[config.mk]
export PLATFORM = sky130hd
export DESIGN_NAME = uart_baud_divisor_from_clock_tree_unit
export DESIGN_NICKNAME = d
export VERILOG_FILES = /design/src/rtl/core/ubd_pkg.sv /design/src/rtl/core/ubd_clk_tree.sv /design/src/rtl/core/ubd_div_stage.sv /design/src/rtl/core/ubd_round_fmt.sv /design/src/rtl/core/uart_baud_divisor_from_clock_tree_unit.sv
export VERILOG_INCLUDE_DIRS = /design/src /design/src/rtl/core
export SDC_FILE = /design/constraint.sdc
export NUM_CORES = 2
export LEC_CHECK = 0
export BUFFER_PORTS_ARGS = -buffer_cell sky130_fd_sc_hd__buf_2
export CAP_MARGIN = 20
export CELL_PAD_IN_SITES_DETAIL_PLACEMENT = 2
export CELL_PAD_IN_SITES_GLOBAL_PLACEMENT = 2
export CORE_MARGIN = 4
export CORE_UTILIZATION = 38
export CTS_BUF_LIST = sky130_fd_sc_hd__clkbuf_16
export CTS_CLUSTER_SIZE = 8
export DETAILED_ROUTE_END_ITERATION = 6
export GPL_ROUTABILITY_DRIVEN = 0
export HOLD_SLACK_MARGIN = 0.05
export PLACE_DENSITY_LB_ADDON = 0.1
export SETUP_SLACK_MARGIN = 0.05
export SYNTH_ARGS = -nofsm -noshare
export SYNTH_HDL_FRONTEND = slang
export SYNTH_SLANG_ARGS = --single-unit
[constraint.sdc]
create_clock -name clk -period 13.87 [get_ports clk]
set_input_delay 2.774 -clock clk [delete_from_list [all_inputs] [get_ports clk]]
set_output_delay 2.774 -clock clk [all_outputs]
set_load 0.01 [all_outputs]
[src/rtl/core/uart_baud_divisor_from_clock_tree_unit_assert.svh]
// ----------------------------------------------------------------------------
// UART baud divisor assertion macros
// Small wrappers for the concurrent checks in the top level, on clk / rst_n.
// ----------------------------------------------------------------------------
`ifndef UART_BAUD_DIVISOR_FROM_CLOCK_TREE_UNIT_ASSERT_SVH
`define UART_BAUD_DIVISOR_FROM_CLOCK_TREE_UNIT_ASSERT_SVH

// antecedent holds in a cycle, consequent in the same cycle
`define UBD_ASSERT_SAME(lbl, ante, cons) \
  lbl: assert property (@(posedge clk) disable iff (!rst_n) (ante) |-> (cons)) \
    else $error("ubd: same-cycle check failed");

// antecedent holds in a cycle, consequent in the next one
`define UBD_ASSERT_NEXT(lbl, ante, cons) \
  lbl: assert property (@(posedge clk) disable iff (!rst_n) (ante) |=> (cons)) \
    else $error("ubd: next-cycle check failed");

`endif

[src/rtl/core/ubd_pkg.sv]
// ----------------------------------------------------------------------------
// ubd_pkg
// Types, constants and prescaler tables shared by the baud divisor unit.
// ----------------------------------------------------------------------------
`timescale 1ns / 1ps

package ubd_pkg;

  // oscillator frequencies
  localparam int unsigned HSI_HZ = 16000000;
  localparam int unsigned HSE_HZ = 25000000;

  // field widths
  localparam int DIV_W    = 32;  // baud division width
  localparam int WORD_W   = 16;
  localparam int STAT_W   = 2;
  localparam int MANT_W   = 12;
  localparam int CFG_W    = 9;   // widest register
  localparam int CFG_IX_W = 3;

  // baud divider pipeline
  localparam int STEPS_PER_STAGE = 4;
  localparam int DIV_STAGES      = DIV_W / STEPS_PER_STAGE;

  // clock tree divider: source / (M * P)
  localparam int SRC_W  = 26;    // holds any oscillator frequency
  localparam int DSR_W  = 9;     // M * P up to 504
  localparam int CNT_W  = $clog2(SRC_W);
  localparam int PROD_W = SRC_W + 9;

  // register reset values
  localparam logic [5:0] PLL_M_RST = 6'd16;
  localparam logic [8:0] PLL_N_RST = 9'd192;

  localparam logic [WORD_W-1:0] WORD_SAT = '1;

  typedef logic [STAT_W-1:0] status_t;
  localparam status_t ST_OK        = 2'd0;
  localparam status_t ST_ZERO_BAUD = 2'd1;
  localparam status_t ST_SATURATED = 2'd2;

  typedef enum logic [CFG_IX_W-1:0] {
    CFG_SYSCLK_SOURCE,
    CFG_AHB_PRESCALE,
    CFG_APB1_PRESCALE,
    CFG_APB2_PRESCALE,
    CFG_PLL_INPUT_SEL,
    CFG_PLL_M,
    CFG_PLL_N,
    CFG_PLL_P_CODE
  } cfg_index_t;

  typedef enum logic [1:0] {
    SYS_HSI     = 2'd0,
    SYS_HSE     = 2'd1,
    SYS_PLL     = 2'd2,
    SYS_HSI_ALT = 2'd3
  } sys_src_t;

  typedef enum logic [2:0] {
    CK_LOAD,
    CK_DIV,
    CK_MUL,
    CK_OUT,
    CK_IDLE
  } ck_state_t;

  // bus clocks handed from the clock tree to the datapath
  typedef struct packed {
    logic             ready;
    logic [DIV_W-1:0] pclk1;
    logic [DIV_W-1:0] pclk2;
  } ubd_clk_info_t;

  // one item in flight through the divider
  typedef struct packed {
    logic [DIV_W-1:0] bus_clock;
    logic [DIV_W-1:0] baud;
    logic             eight;
    logic [DIV_W-1:0] rem;
    logic [DIV_W-1:0] qd;    // dividend bits out, quotient bits in
  } ubd_item_t;

  // ahb divide 1,..,1,2,4,8,16,64,128,256,512 as a right shift
  function automatic logic [3:0] ahb_shift(input logic [3:0] code);
    logic [3:0] sh;
    unique case (code)
      4'd8:    sh = 4'd1;
      4'd9:    sh = 4'd2;
      4'd10:   sh = 4'd3;
      4'd11:   sh = 4'd4;
      4'd12:   sh = 4'd6;
      4'd13:   sh = 4'd7;
      4'd14:   sh = 4'd8;
      4'd15:   sh = 4'd9;
      default: sh = 4'd0;
    endcase
    return sh;
  endfunction

  // apb divide 1,1,1,1,2,4,8,16 as a right shift
  function automatic logic [2:0] apb_shift(input logic [2:0] code);
    logic [2:0] sh;
    unique case (code)
      3'd4:    sh = 3'd1;
      3'd5:    sh = 3'd2;
      3'd6:    sh = 3'd3;
      3'd7:    sh = 3'd4;
      default: sh = 3'd0;
    endcase
    return sh;
  endfunction

endpackage

[src/rtl/core/ubd_clk_tree.sv]
// ----------------------------------------------------------------------------
// ubd_clk_tree
// Clock tree registers and a small sequencer that derives both bus clocks.
// ----------------------------------------------------------------------------
`timescale 1ns / 1ps

module ubd_clk_tree (
  input  logic                          clk,
  input  logic                          rst_n,
  input  logic                          cfg_wr_en,
  input  logic [ubd_pkg::CFG_IX_W-1:0]  cfg_index,
  input  logic [ubd_pkg::CFG_W-1:0]     cfg_wr_data,
  output ubd_pkg::ubd_clk_info_t        info
);
  import ubd_pkg::*;

  logic [1:0]       sys_src_r;
  logic [3:0]       ahb_code_r;
  logic [2:0]       apb1_code_r;
  logic [2:0]       apb2_code_r;
  logic             pll_sel_r;
  logic [5:0]       pll_m_r;
  logic [8:0]       pll_n_r;
  logic [1:0]       pll_p_code_r;

  ck_state_t        state_r, state_nxt;
  logic [CNT_W-1:0] cnt_r;
  logic [DSR_W-1:0] dsr_r;
  logic [DSR_W-1:0] rem_r;
  logic [SRC_W-1:0] qd_r;
  logic [DIV_W-1:0] pll_r;
  logic [DIV_W-1:0] pclk1_r;
  logic [DIV_W-1:0] pclk2_r;

  logic [5:0]        m_eff;
  logic [3:0]        p_val;
  logic [SRC_W-1:0]  src_hz;
  logic [DSR_W:0]    trial;
  logic              ge;
  logic [PROD_W-1:0] prod;
  logic [DIV_W-1:0]  sys_hz;
  logic [DIV_W-1:0]  hclk;

  // register writes
  always_ff @(posedge clk) begin
    if (!rst_n) begin
      sys_src_r    <= '0;
      ahb_code_r   <= '0;
      apb1_code_r  <= '0;
      apb2_code_r  <= '0;
      pll_sel_r    <= 1'b0;
      pll_m_r      <= PLL_M_RST;
      pll_n_r      <= PLL_N_RST;
      pll_p_code_r <= '0;
    end else if (cfg_wr_en) begin
      unique case (cfg_index_t'(cfg_index))
        CFG_SYSCLK_SOURCE: sys_src_r    <= cfg_wr_data[1:0];
        CFG_AHB_PRESCALE:  ahb_code_r   <= cfg_wr_data[3:0];
        CFG_APB1_PRESCALE: apb1_code_r  <= cfg_wr_data[2:0];
        CFG_APB2_PRESCALE: apb2_code_r  <= cfg_wr_data[2:0];
        CFG_PLL_INPUT_SEL: pll_sel_r    <= cfg_wr_data[0];
        CFG_PLL_M:         pll_m_r      <= cfg_wr_data[5:0];
        CFG_PLL_N:         pll_n_r      <= cfg_wr_data[8:0];
        CFG_PLL_P_CODE:    pll_p_code_r <= cfg_wr_data[1:0];
        default: ;
      endcase
    end
  end

  // (src / M) / P truncates the same as src / (M * P)
  assign m_eff  = (pll_m_r == 6'd0) ? 6'd1 : pll_m_r;
  assign p_val  = {1'b0, pll_p_code_r, 1'b0} + 4'd2;
  assign src_hz = pll_sel_r ? SRC_W'(HSE_HZ) : SRC_W'(HSI_HZ);

  assign trial = {rem_r, qd_r[SRC_W-1]};
  assign ge    = (trial >= {1'b0, dsr_r});
  assign prod  = PROD_W'(qd_r) * PROD_W'(pll_n_r);

  always_comb begin
    unique case (sys_src_t'(sys_src_r))
      SYS_HSE:     sys_hz = DIV_W'(HSE_HZ);
      SYS_PLL:     sys_hz = pll_r;
      SYS_HSI,
      SYS_HSI_ALT: sys_hz = DIV_W'(HSI_HZ);
    endcase
  end

  assign hclk = sys_hz >> ahb_shift(ahb_code_r);

  // next state
  always_comb begin
    state_nxt = state_r;
    unique case (state_r)
      CK_LOAD: state_nxt = CK_DIV;
      CK_DIV:  if (cnt_r == CNT_W'(SRC_W - 1)) state_nxt = CK_MUL;
      CK_MUL:  state_nxt = CK_OUT;
      CK_OUT:  state_nxt = CK_IDLE;
      CK_IDLE: state_nxt = CK_IDLE;
    endcase
    // any register write restarts the derivation
    if (cfg_wr_en) state_nxt = CK_LOAD;
  end

  // outputs
  always_comb begin
    info.ready = (state_r == CK_IDLE);
    info.pclk1 = pclk1_r;
    info.pclk2 = pclk2_r;
  end

  always_ff @(posedge clk) begin
    if (!rst_n) begin
      state_r <= CK_LOAD;
    end else begin
      state_r <= state_nxt;
    end
  end

  always_ff @(posedge clk) begin
    unique case (state_r)
      CK_LOAD: begin
        cnt_r <= '0;
        dsr_r <= DSR_W'(m_eff) * DSR_W'(p_val);
        rem_r <= '0;
        qd_r  <= src_hz;
      end
      CK_DIV: begin
        cnt_r <= cnt_r + CNT_W'(1);
        rem_r <= ge ? DSR_W'(trial - {1'b0, dsr_r}) : trial[DSR_W-1:0];
        qd_r  <= {qd_r[SRC_W-2:0], ge};
      end
      CK_MUL: begin
        pll_r <= (|prod[PROD_W-1:DIV_W]) ? '1 : prod[DIV_W-1:0];
      end
      CK_OUT: begin
        pclk1_r <= hclk >> apb_shift(apb1_code_r);
        pclk2_r <= hclk >> apb_shift(apb2_code_r);
      end
      CK_IDLE: ;
    endcase
  end

endmodule

[src/rtl/core/ubd_div_stage.sv]
// ----------------------------------------------------------------------------
// ubd_div_stage
// One pipeline stage of the restoring baud divider, STEPS_PER_STAGE (four) quotient bits each.
// ----------------------------------------------------------------------------
`timescale 1ns / 1ps

module ubd_div_stage (
  input  logic               clk,
  input  logic               rst_n,
  input  logic               in_valid,
  output logic               in_ready,
  input  ubd_pkg::ubd_item_t in_item,
  output logic               out_valid,
  input  logic               out_ready,
  output ubd_pkg::ubd_item_t out_item
);
  import ubd_pkg::*;

  logic      valid_r, valid_nxt;
  ubd_item_t item_r;
  ubd_item_t item_c;
  logic [DIV_W:0] trial;
  logic           ge;

  always_comb begin
    item_c = in_item;
    trial  = '0;
    ge     = 1'b0;
    for (int k = 0; k < STEPS_PER_STAGE; k++) begin
      trial       = {item_c.rem, item_c.qd[DIV_W-1]};
      ge          = (trial >= {1'b0, item_c.baud});
      item_c.qd   = {item_c.qd[DIV_W-2:0], ge};
      item_c.rem  = ge ? DIV_W'(trial - {1'b0, item_c.baud}) : trial[DIV_W-1:0];
    end
  end

  assign in_ready  = !valid_r || out_ready;
  assign valid_nxt = in_ready ? in_valid : valid_r;

  always_ff @(posedge clk) begin
    if (!rst_n) begin
      valid_r <= 1'b0;
    end else begin
      valid_r <= valid_nxt;
    end
  end

  always_ff @(posedge clk) begin
    if (in_valid && in_ready) begin
      item_r <= item_c;
    end
  end

  assign out_valid = valid_r;
  assign out_item  = item_r;

endmodule

[src/rtl/core/ubd_round_fmt.sv]
// ----------------------------------------------------------------------------
// ubd_round_fmt
// Rounds the quotient half up and packs the divisor word; output register.
// ----------------------------------------------------------------------------
`timescale 1ns / 1ps

module ubd_round_fmt (
  input  logic                       clk,
  input  logic                       rst_n,
  input  logic                       in_valid,
  output logic                       in_ready,
  input  ubd_pkg::ubd_item_t         in_item,
  output logic                       out_valid,
  input  logic                       out_ready,
  output logic [ubd_pkg::WORD_W-1:0] out_divisor_word,
  output ubd_pkg::status_t           out_status,
  output logic [ubd_pkg::DIV_W-1:0]  out_bus_clock_hz
);
  import ubd_pkg::*;

  logic                valid_r, valid_nxt;
  logic [WORD_W-1:0]   word_r, word_c;
  status_t             status_r, status_c;
  logic [DIV_W-1:0]    bus_clock_r;
  logic                round_up;
  logic [DIV_W:0]      r_val;
  logic                ovf;

  // remainder at least half the baud rate rounds up
  assign round_up = ({in_item.rem, 1'b0} >= {1'b0, in_item.baud});
  assign r_val    = {1'b0, in_item.qd} + (DIV_W + 1)'(round_up);
  assign ovf      = in_item.eight ? (|r_val[DIV_W:MANT_W+3]) : (|r_val[DIV_W:MANT_W+4]);

  always_comb begin
    priority if (in_item.baud == '0) begin
      word_c   = '0;
      status_c = ST_ZERO_BAUD;
    end else if (ovf) begin
      word_c   = WORD_SAT;
      status_c = ST_SATURATED;
    end else if (in_item.eight) begin
      word_c   = {r_val[MANT_W+2:3], r_val[2:0], 1'b0};
      status_c = ST_OK;
    end else begin
      word_c   = r_val[WORD_W-1:0];
      status_c = ST_OK;
    end
  end

  assign in_ready  = !valid_r || out_ready;
  assign valid_nxt = in_ready ? in_valid : valid_r;

  always_ff @(posedge clk) begin
    if (!rst_n) begin
      valid_r <= 1'b0;
    end else begin
      valid_r <= valid_nxt;
    end
  end

  always_ff @(posedge clk) begin
    if (in_valid && in_ready) begin
      word_r      <= word_c;
      status_r    <= status_c;
      bus_clock_r <= in_item.bus_clock;
    end
  end

  assign out_valid        = valid_r;
  assign out_divisor_word = word_r;
  assign out_status       = status_r;
  assign out_bus_clock_hz = bus_clock_r;

endmodule

[src/rtl/core/uart_baud_divisor_from_clock_tree_unit.sv]
// ----------------------------------------------------------------------------
// uart_baud_divisor_from_clock_tree_unit
// Derives the UART baud divisor word from the clock tree settings.
//
//   channel   direction  handshake              payload
//   in_       sink       in_valid / in_ready    bus_select, oversample_eight,
//                                               baud_rate
//   out_      source     out_valid / out_ready  divisor_word, status,
//                                               bus_clock_hz
//   cfg_      sink       cfg_wr_en              cfg_index, cfg_wr_data
//
// one transfer per cycle while out_ready and the clock tree are ready;
// items pass 8 divider stages of 4 quotient bits, then rounding and packing
// after reset and after every register write the clock tree sequencer
// derives the bus clocks: load, bit-serial M*P divider, multiply, output;
// in_ready stays low until it is done
// back-pressure ripples stage by stage, so bubbles are squeezed out
// ----------------------------------------------------------------------------
`timescale 1ns / 1ps

`include "uart_baud_divisor_from_clock_tree_unit_assert.svh"

module uart_baud_divisor_from_clock_tree_unit (
  input  logic                         clk,
  input  logic                         rst_n,
  input  logic                         in_valid,
  output logic                         in_ready,
  input  logic                         in_bus_select,
  input  logic                         in_oversample_eight,
  input  logic [ubd_pkg::DIV_W-1:0]    in_baud_rate,
  output logic                         out_valid,
  input  logic                         out_ready,
  output logic [ubd_pkg::WORD_W-1:0]   out_divisor_word,
  output logic [ubd_pkg::STAT_W-1:0]   out_status,
  output logic [ubd_pkg::DIV_W-1:0]    out_bus_clock_hz,
  input  logic                         cfg_wr_en,
  input  logic [ubd_pkg::CFG_IX_W-1:0] cfg_index,
  input  logic [ubd_pkg::CFG_W-1:0]    cfg_wr_data
);
  import ubd_pkg::*;

  ubd_clk_info_t ck_info;
  logic          s_valid [DIV_STAGES+1];
  logic          s_ready [DIV_STAGES+1];
  ubd_item_t     s_item  [DIV_STAGES+1];

  ubd_clk_tree u_clk_tree (
    .clk         (clk),
    .rst_n       (rst_n),
    .cfg_wr_en   (cfg_wr_en),
    .cfg_index   (cfg_index),
    .cfg_wr_data (cfg_wr_data),
    .info        (ck_info)
  );

  // entry: pick the bus clock, load it as the dividend
  always_comb begin
    s_item[0].bus_clock = in_bus_select ? ck_info.pclk2 : ck_info.pclk1;
    s_item[0].baud      = in_baud_rate;
    s_item[0].eight     = in_oversample_eight;
    s_item[0].rem       = '0;
    s_item[0].qd        = in_bus_select ? ck_info.pclk2 : ck_info.pclk1;
  end

  assign s_valid[0] = in_valid && ck_info.ready;
  assign in_ready   = s_ready[0] && ck_info.ready;

  for (genvar g = 0; g < DIV_STAGES; g++) begin : g_div
    ubd_div_stage u_stage (
      .clk       (clk),
      .rst_n     (rst_n),
      .in_valid  (s_valid[g]),
      .in_ready  (s_ready[g]),
      .in_item   (s_item[g]),
      .out_valid (s_valid[g+1]),
      .out_ready (s_ready[g+1]),
      .out_item  (s_item[g+1])
    );
  end

  ubd_round_fmt u_round_fmt (
    .clk              (clk),
    .rst_n            (rst_n),
    .in_valid         (s_valid[DIV_STAGES]),
    .in_ready         (s_ready[DIV_STAGES]),
    .in_item          (s_item[DIV_STAGES]),
    .out_valid        (out_valid),
    .out_ready        (out_ready),
    .out_divisor_word (out_divisor_word),
    .out_status       (out_status),
    .out_bus_clock_hz (out_bus_clock_hz)
  );

  // a register write holds off new transfers while the bus clocks settle
  `UBD_ASSERT_NEXT(a_cfg_blocks_input, cfg_wr_en, !in_ready)
  // zero baud rate always comes out with an all-zero word
  `UBD_ASSERT_SAME(a_zero_word, out_valid && out_status == ST_ZERO_BAUD, out_divisor_word == '0)
  // a saturated result carries the saturated word
  `UBD_ASSERT_SAME(a_sat_word, out_valid && out_status == ST_SATURATED, out_divisor_word == WORD_SAT)

endmodule

==> summary.md <==
| Metric | Value |
|---|---|
| # DRC | `0` |
| Max_cap viols | `0` |
| Post-Route WL | `445,000 µm` |
| Number of synthesis warnings | `0` |
| Clock transition at the registers of the reported paths | `50 ps` |
| R2r worst-path depth | `61` |
| Vias post-DR | `96,200` |
| PortBufs | `102` |
| Period utilization | `96.9%` |
| Crit-path leading delay family | `compound AO/OA/AOI/OAI gates` |
| Minimum clock period | `13,440 ps` |
| Avg Cell Area, Syn | `9.24 µm²` |
| Vias in the first global route | `105,000` |
| Endpoints failing hold | `0` |
| Synthesis-to-layout area growth | `12.2%` |
| Worst reg2reg endpoint | `g_div[2].u_stage.out_item[51]` |
| Status | `finished, final reports clean` |
| First-pass DRT Iterations | `6` |
| I/O pins | `103` |
| Fmax | `0.0744 GHz` |
| Nets | `13,600` |
| FF+latch count, synth | `1,160` |
| Die span in y | `546 µm` |
| DP HPWL | `360,000 µm` |
| Hold EP | `g_div[4].u_stage.out_item[118]` |
| Data required, critical path | `14,440 ps` |
| Clock skew | `82.3 ps` |
| CP Class | `reg -> reg` |
| CTS tree | `built` |
| Grt total ovfl | `0` |
| Seq/Total Area, Yosys | `31.3%` |
| Reg-to-reg slack, setup | `430 ps` |
| CP dominant cell by count | `buf_4` |
| Post-Synthesis Cells | `11,900` |
| Final non-filler cell total | `16,100` |
| Slew Limit Headroom | `9.44%` |
| Core area | `288,000 µm²` |
| EDFF count, synth | `1,114` |
| Critical path startpoint category | `flop` |
| CP max stage delay | `600 ps` |
| Worst R2R Start | `g_div[1].u_stage.out_item[77]` |
| CP endpoint kind | `flop` |
| Clock Tree Buf Depth | `4` |
| Hold path depth | `0` |
| CTS Buf Count | `175` |
| Worst-Margin Slew | `1340 ps` |
| Hold buffer count at CTS | `0` |
| Share of layout cells above drive strength 1 | `12.5%` |
| Util after Layout | `42.8%` |
| Slew Viols, Final | `0` |
| Initial Util | `38.2%` |
| 1st-iter DRT viols | `5,976` |
| DR vias/cell | `5.97` |
| Post-Syn Area | `110,000 µm²` |
| Root buffer selected by CTS | `clkbuf_16` |
| Syn Nets | `13,200` |
| DIE WIDTH | `546 µm` |
| Final TNS setup | `0 ps` |
| Critical path's slowest cell | `or4b_1` |
| HP Class | `reg -> reg` |
| Ys flop type | `edfxtp_1` |
| Global Route Usage Sum | `28.7%` |
| Initial antenna violation count | `29` |
| Die area | `298,000 µm²` |
| Buffers and inverters on the worst path | `17` |
| Total power | `8.56 mW` |
| Final setup fails | `0` |
| P_leak | `51.9 nW` |
| Row Count | `197` |
| Largest net degree at the start of global routing | `72` |
| Arrival @ worst endpoint | `14,020 ps` |
| DP Cell Count | `15,800` |
| Ys async rst share | `0%` |
| Final antenna-violating net count | `0` |
| CP Max Fanout | `16` |
| Wire per inst | `27.7 µm` |
| Clk_lat worst skew | `880 ps` |
| Post-synth cell types | `95` |
| First-pass GRT wire length | `670,000 µm` |
| Clock sink total | `1,160` |
| H-Tree Depth | `4` |
| Hold path start | `g_div[3].u_stage.out_item[118]` |
| Max IR drop VDD | `0.0983 mV` |
| Pwr Density | `69.4 nW/µm²` |
## flip-flops by register name (all words and copies together) (netlist names), 3 cells and up, named ones only
name / count
u_clk_tree.pclk2_r: 32
u_clk_tree.dsr_r: 8
u_clk_tree.apb1_code_r: 3
g_div.u_stage.out_valid: 8
u_clk_tree.rem_r: 9
u_clk_tree.cnt_r: 5
u_clk_tree.pll_n_r: 9
u_clk_tree.state_r: 3
u_clk_tree.pclk1_r: 32
u_clk_tree.pll_m_r: 6
u_clk_tree.qd_r: 26
g_div.u_stage.out_item: 920
u_clk_tree.apb2_code_r: 3
u_clk_tree.pll_r: 32
u_clk_tree.ahb_code_r: 4
u_round_fmt.out_divisor_word: 16
u_round_fmt.out_bus_clock_hz: 32
## where the power goes
group | leakage [nW] | total (mW) | internal (mW) | switching, mW
clock | 2.54 | 4.02 | 2.30 | 1.73
combinational | 38.8 | 0.663 | 0.255 | 0.408
sequential | 10.5 | 3.87 | 3.84 | 0.0293
total | 51.9 | 8.56 | 6.39 | 2.16
## cells in the mapped netlist (289+ instances only)
cell type	n	area share, %
edfxtp_1	1114	30
ha_1	1108	13
nand2_1	1048	3.6
a21oi_1	963	4.4
inv_1	797	2.7
o21ai_0	758	3.5
nor2_1	702	2.4
xnor2_1	563	4.5
mux2_2	552	5.7
a21o_1	448	3.1
clkbuf_1	300	1.0
xor2_1	289	2.3
## placed cells by master (no fill, tap or decap), types with 95 or more instances in the layout
cell type and count:
edfxtp_1 1114, ha_1 1105, nand2_1 1044, a21oi_1 948, inv_1 820, o21ai_0 728
nor2_1 697, xnor2_1 563, mux2_2 552, a21o_1 448, buf_4 413, xor2_1 289
nand3_1 266, fa_1 205, mux2i_1 202, nor2b_1 184, o21a_1 176, clkbuf_16 175
nor3_1 163, nand4_1 161, and2_1 159, nand2b_1 142, o21bai_1 137, and3_1 115
a211oi_1 114, buf_2 103, a31oi_1 95
## per-stage QoR
step	hold slack [ps]	area, µm²	worst slack, ps
2_1_floorplan	400	110000	67.3
3_3_place_gp	401	117000	-335
3_5_place_dp	406	117000	-930
4_1_cts	412	122000	50.9
5_1_grt	420	123000	-20.6
6_report	414	123000	428
## cell families (layout without fill, tap and decap cells)
| group | after synthesis | in the layout | share of synthesized area [%] |
|---|---|---|---|
| mux | 763 | 763 | 7.62 |
| flops | 1160 | 1160 | 31.3 |
| xor+xnor | 852 | 852 | 6.79 |
| compound gates | 3404 | 3404 | 19.9 |
| other cells | 0 | 8 | 0 |
| simple gates | 3218 | 3220 | 14.0 |
| buf+inv | 1175 | 1605 | 4.04 |
| fa+ha+maj | 1313 | 1313 | 16.4 |
## area by class of cell
class,count,area (µm²)
Antenna cell,8,20.0
Fill cell,31200,165000
Inverter,811,3070
Multi-Input combinational cell,9552,71900
Sequential cell,1160,34400
Tap cell,3781,4730
Clock buffer,175,4380
Timing Repair Buffer,551,4250
Clock inverter,68,559
## worst max path at each step
stage                                              from                       endpoint  slack [ps]  cells after the start
after floorplan                           in_bus_select  g_div[0].u_stage.out_item[56]          70                     49
after global placement    g_div[5].u_stage.out_item[68]  g_div[6].u_stage.out_item[45]        -340                     46
after detailed placement  g_div[5].u_stage.out_item[66]  g_div[6].u_stage.out_item[34]        -930                     46
after CTS                 g_div[2].u_stage.out_item[71]  g_div[3].u_stage.out_item[33]          50                     50
after global routing      g_div[1].u_stage.out_item[69]  g_div[2].u_stage.out_item[51]         -20                     59
final                     g_div[1].u_stage.out_item[77]  g_div[2].u_stage.out_item[51]         430                     61
## metal layers
metal | share of wire, % | track usage, % | wire (µm) | vias up
li1 | - | - | - | 44400
met1 | 43 | 36.5 | 193000 | 49300
met2 | 50 | 51.2 | 221000 | 1815
met3 | 3.0 | 2.32 | 13600 | 683
met4 | 4.0 | 9.99 | 17700 | 8
met5 | 0.013 | 0 | 56 | -
## repair_timing
item	in CTS	in global routing
setup endpoints to repair	194	264
pin swaps	3	17
gates cloned	0	3
buffers inserted	5	23
resized for setup	32	132
Power figures use the tool's default switching activity.
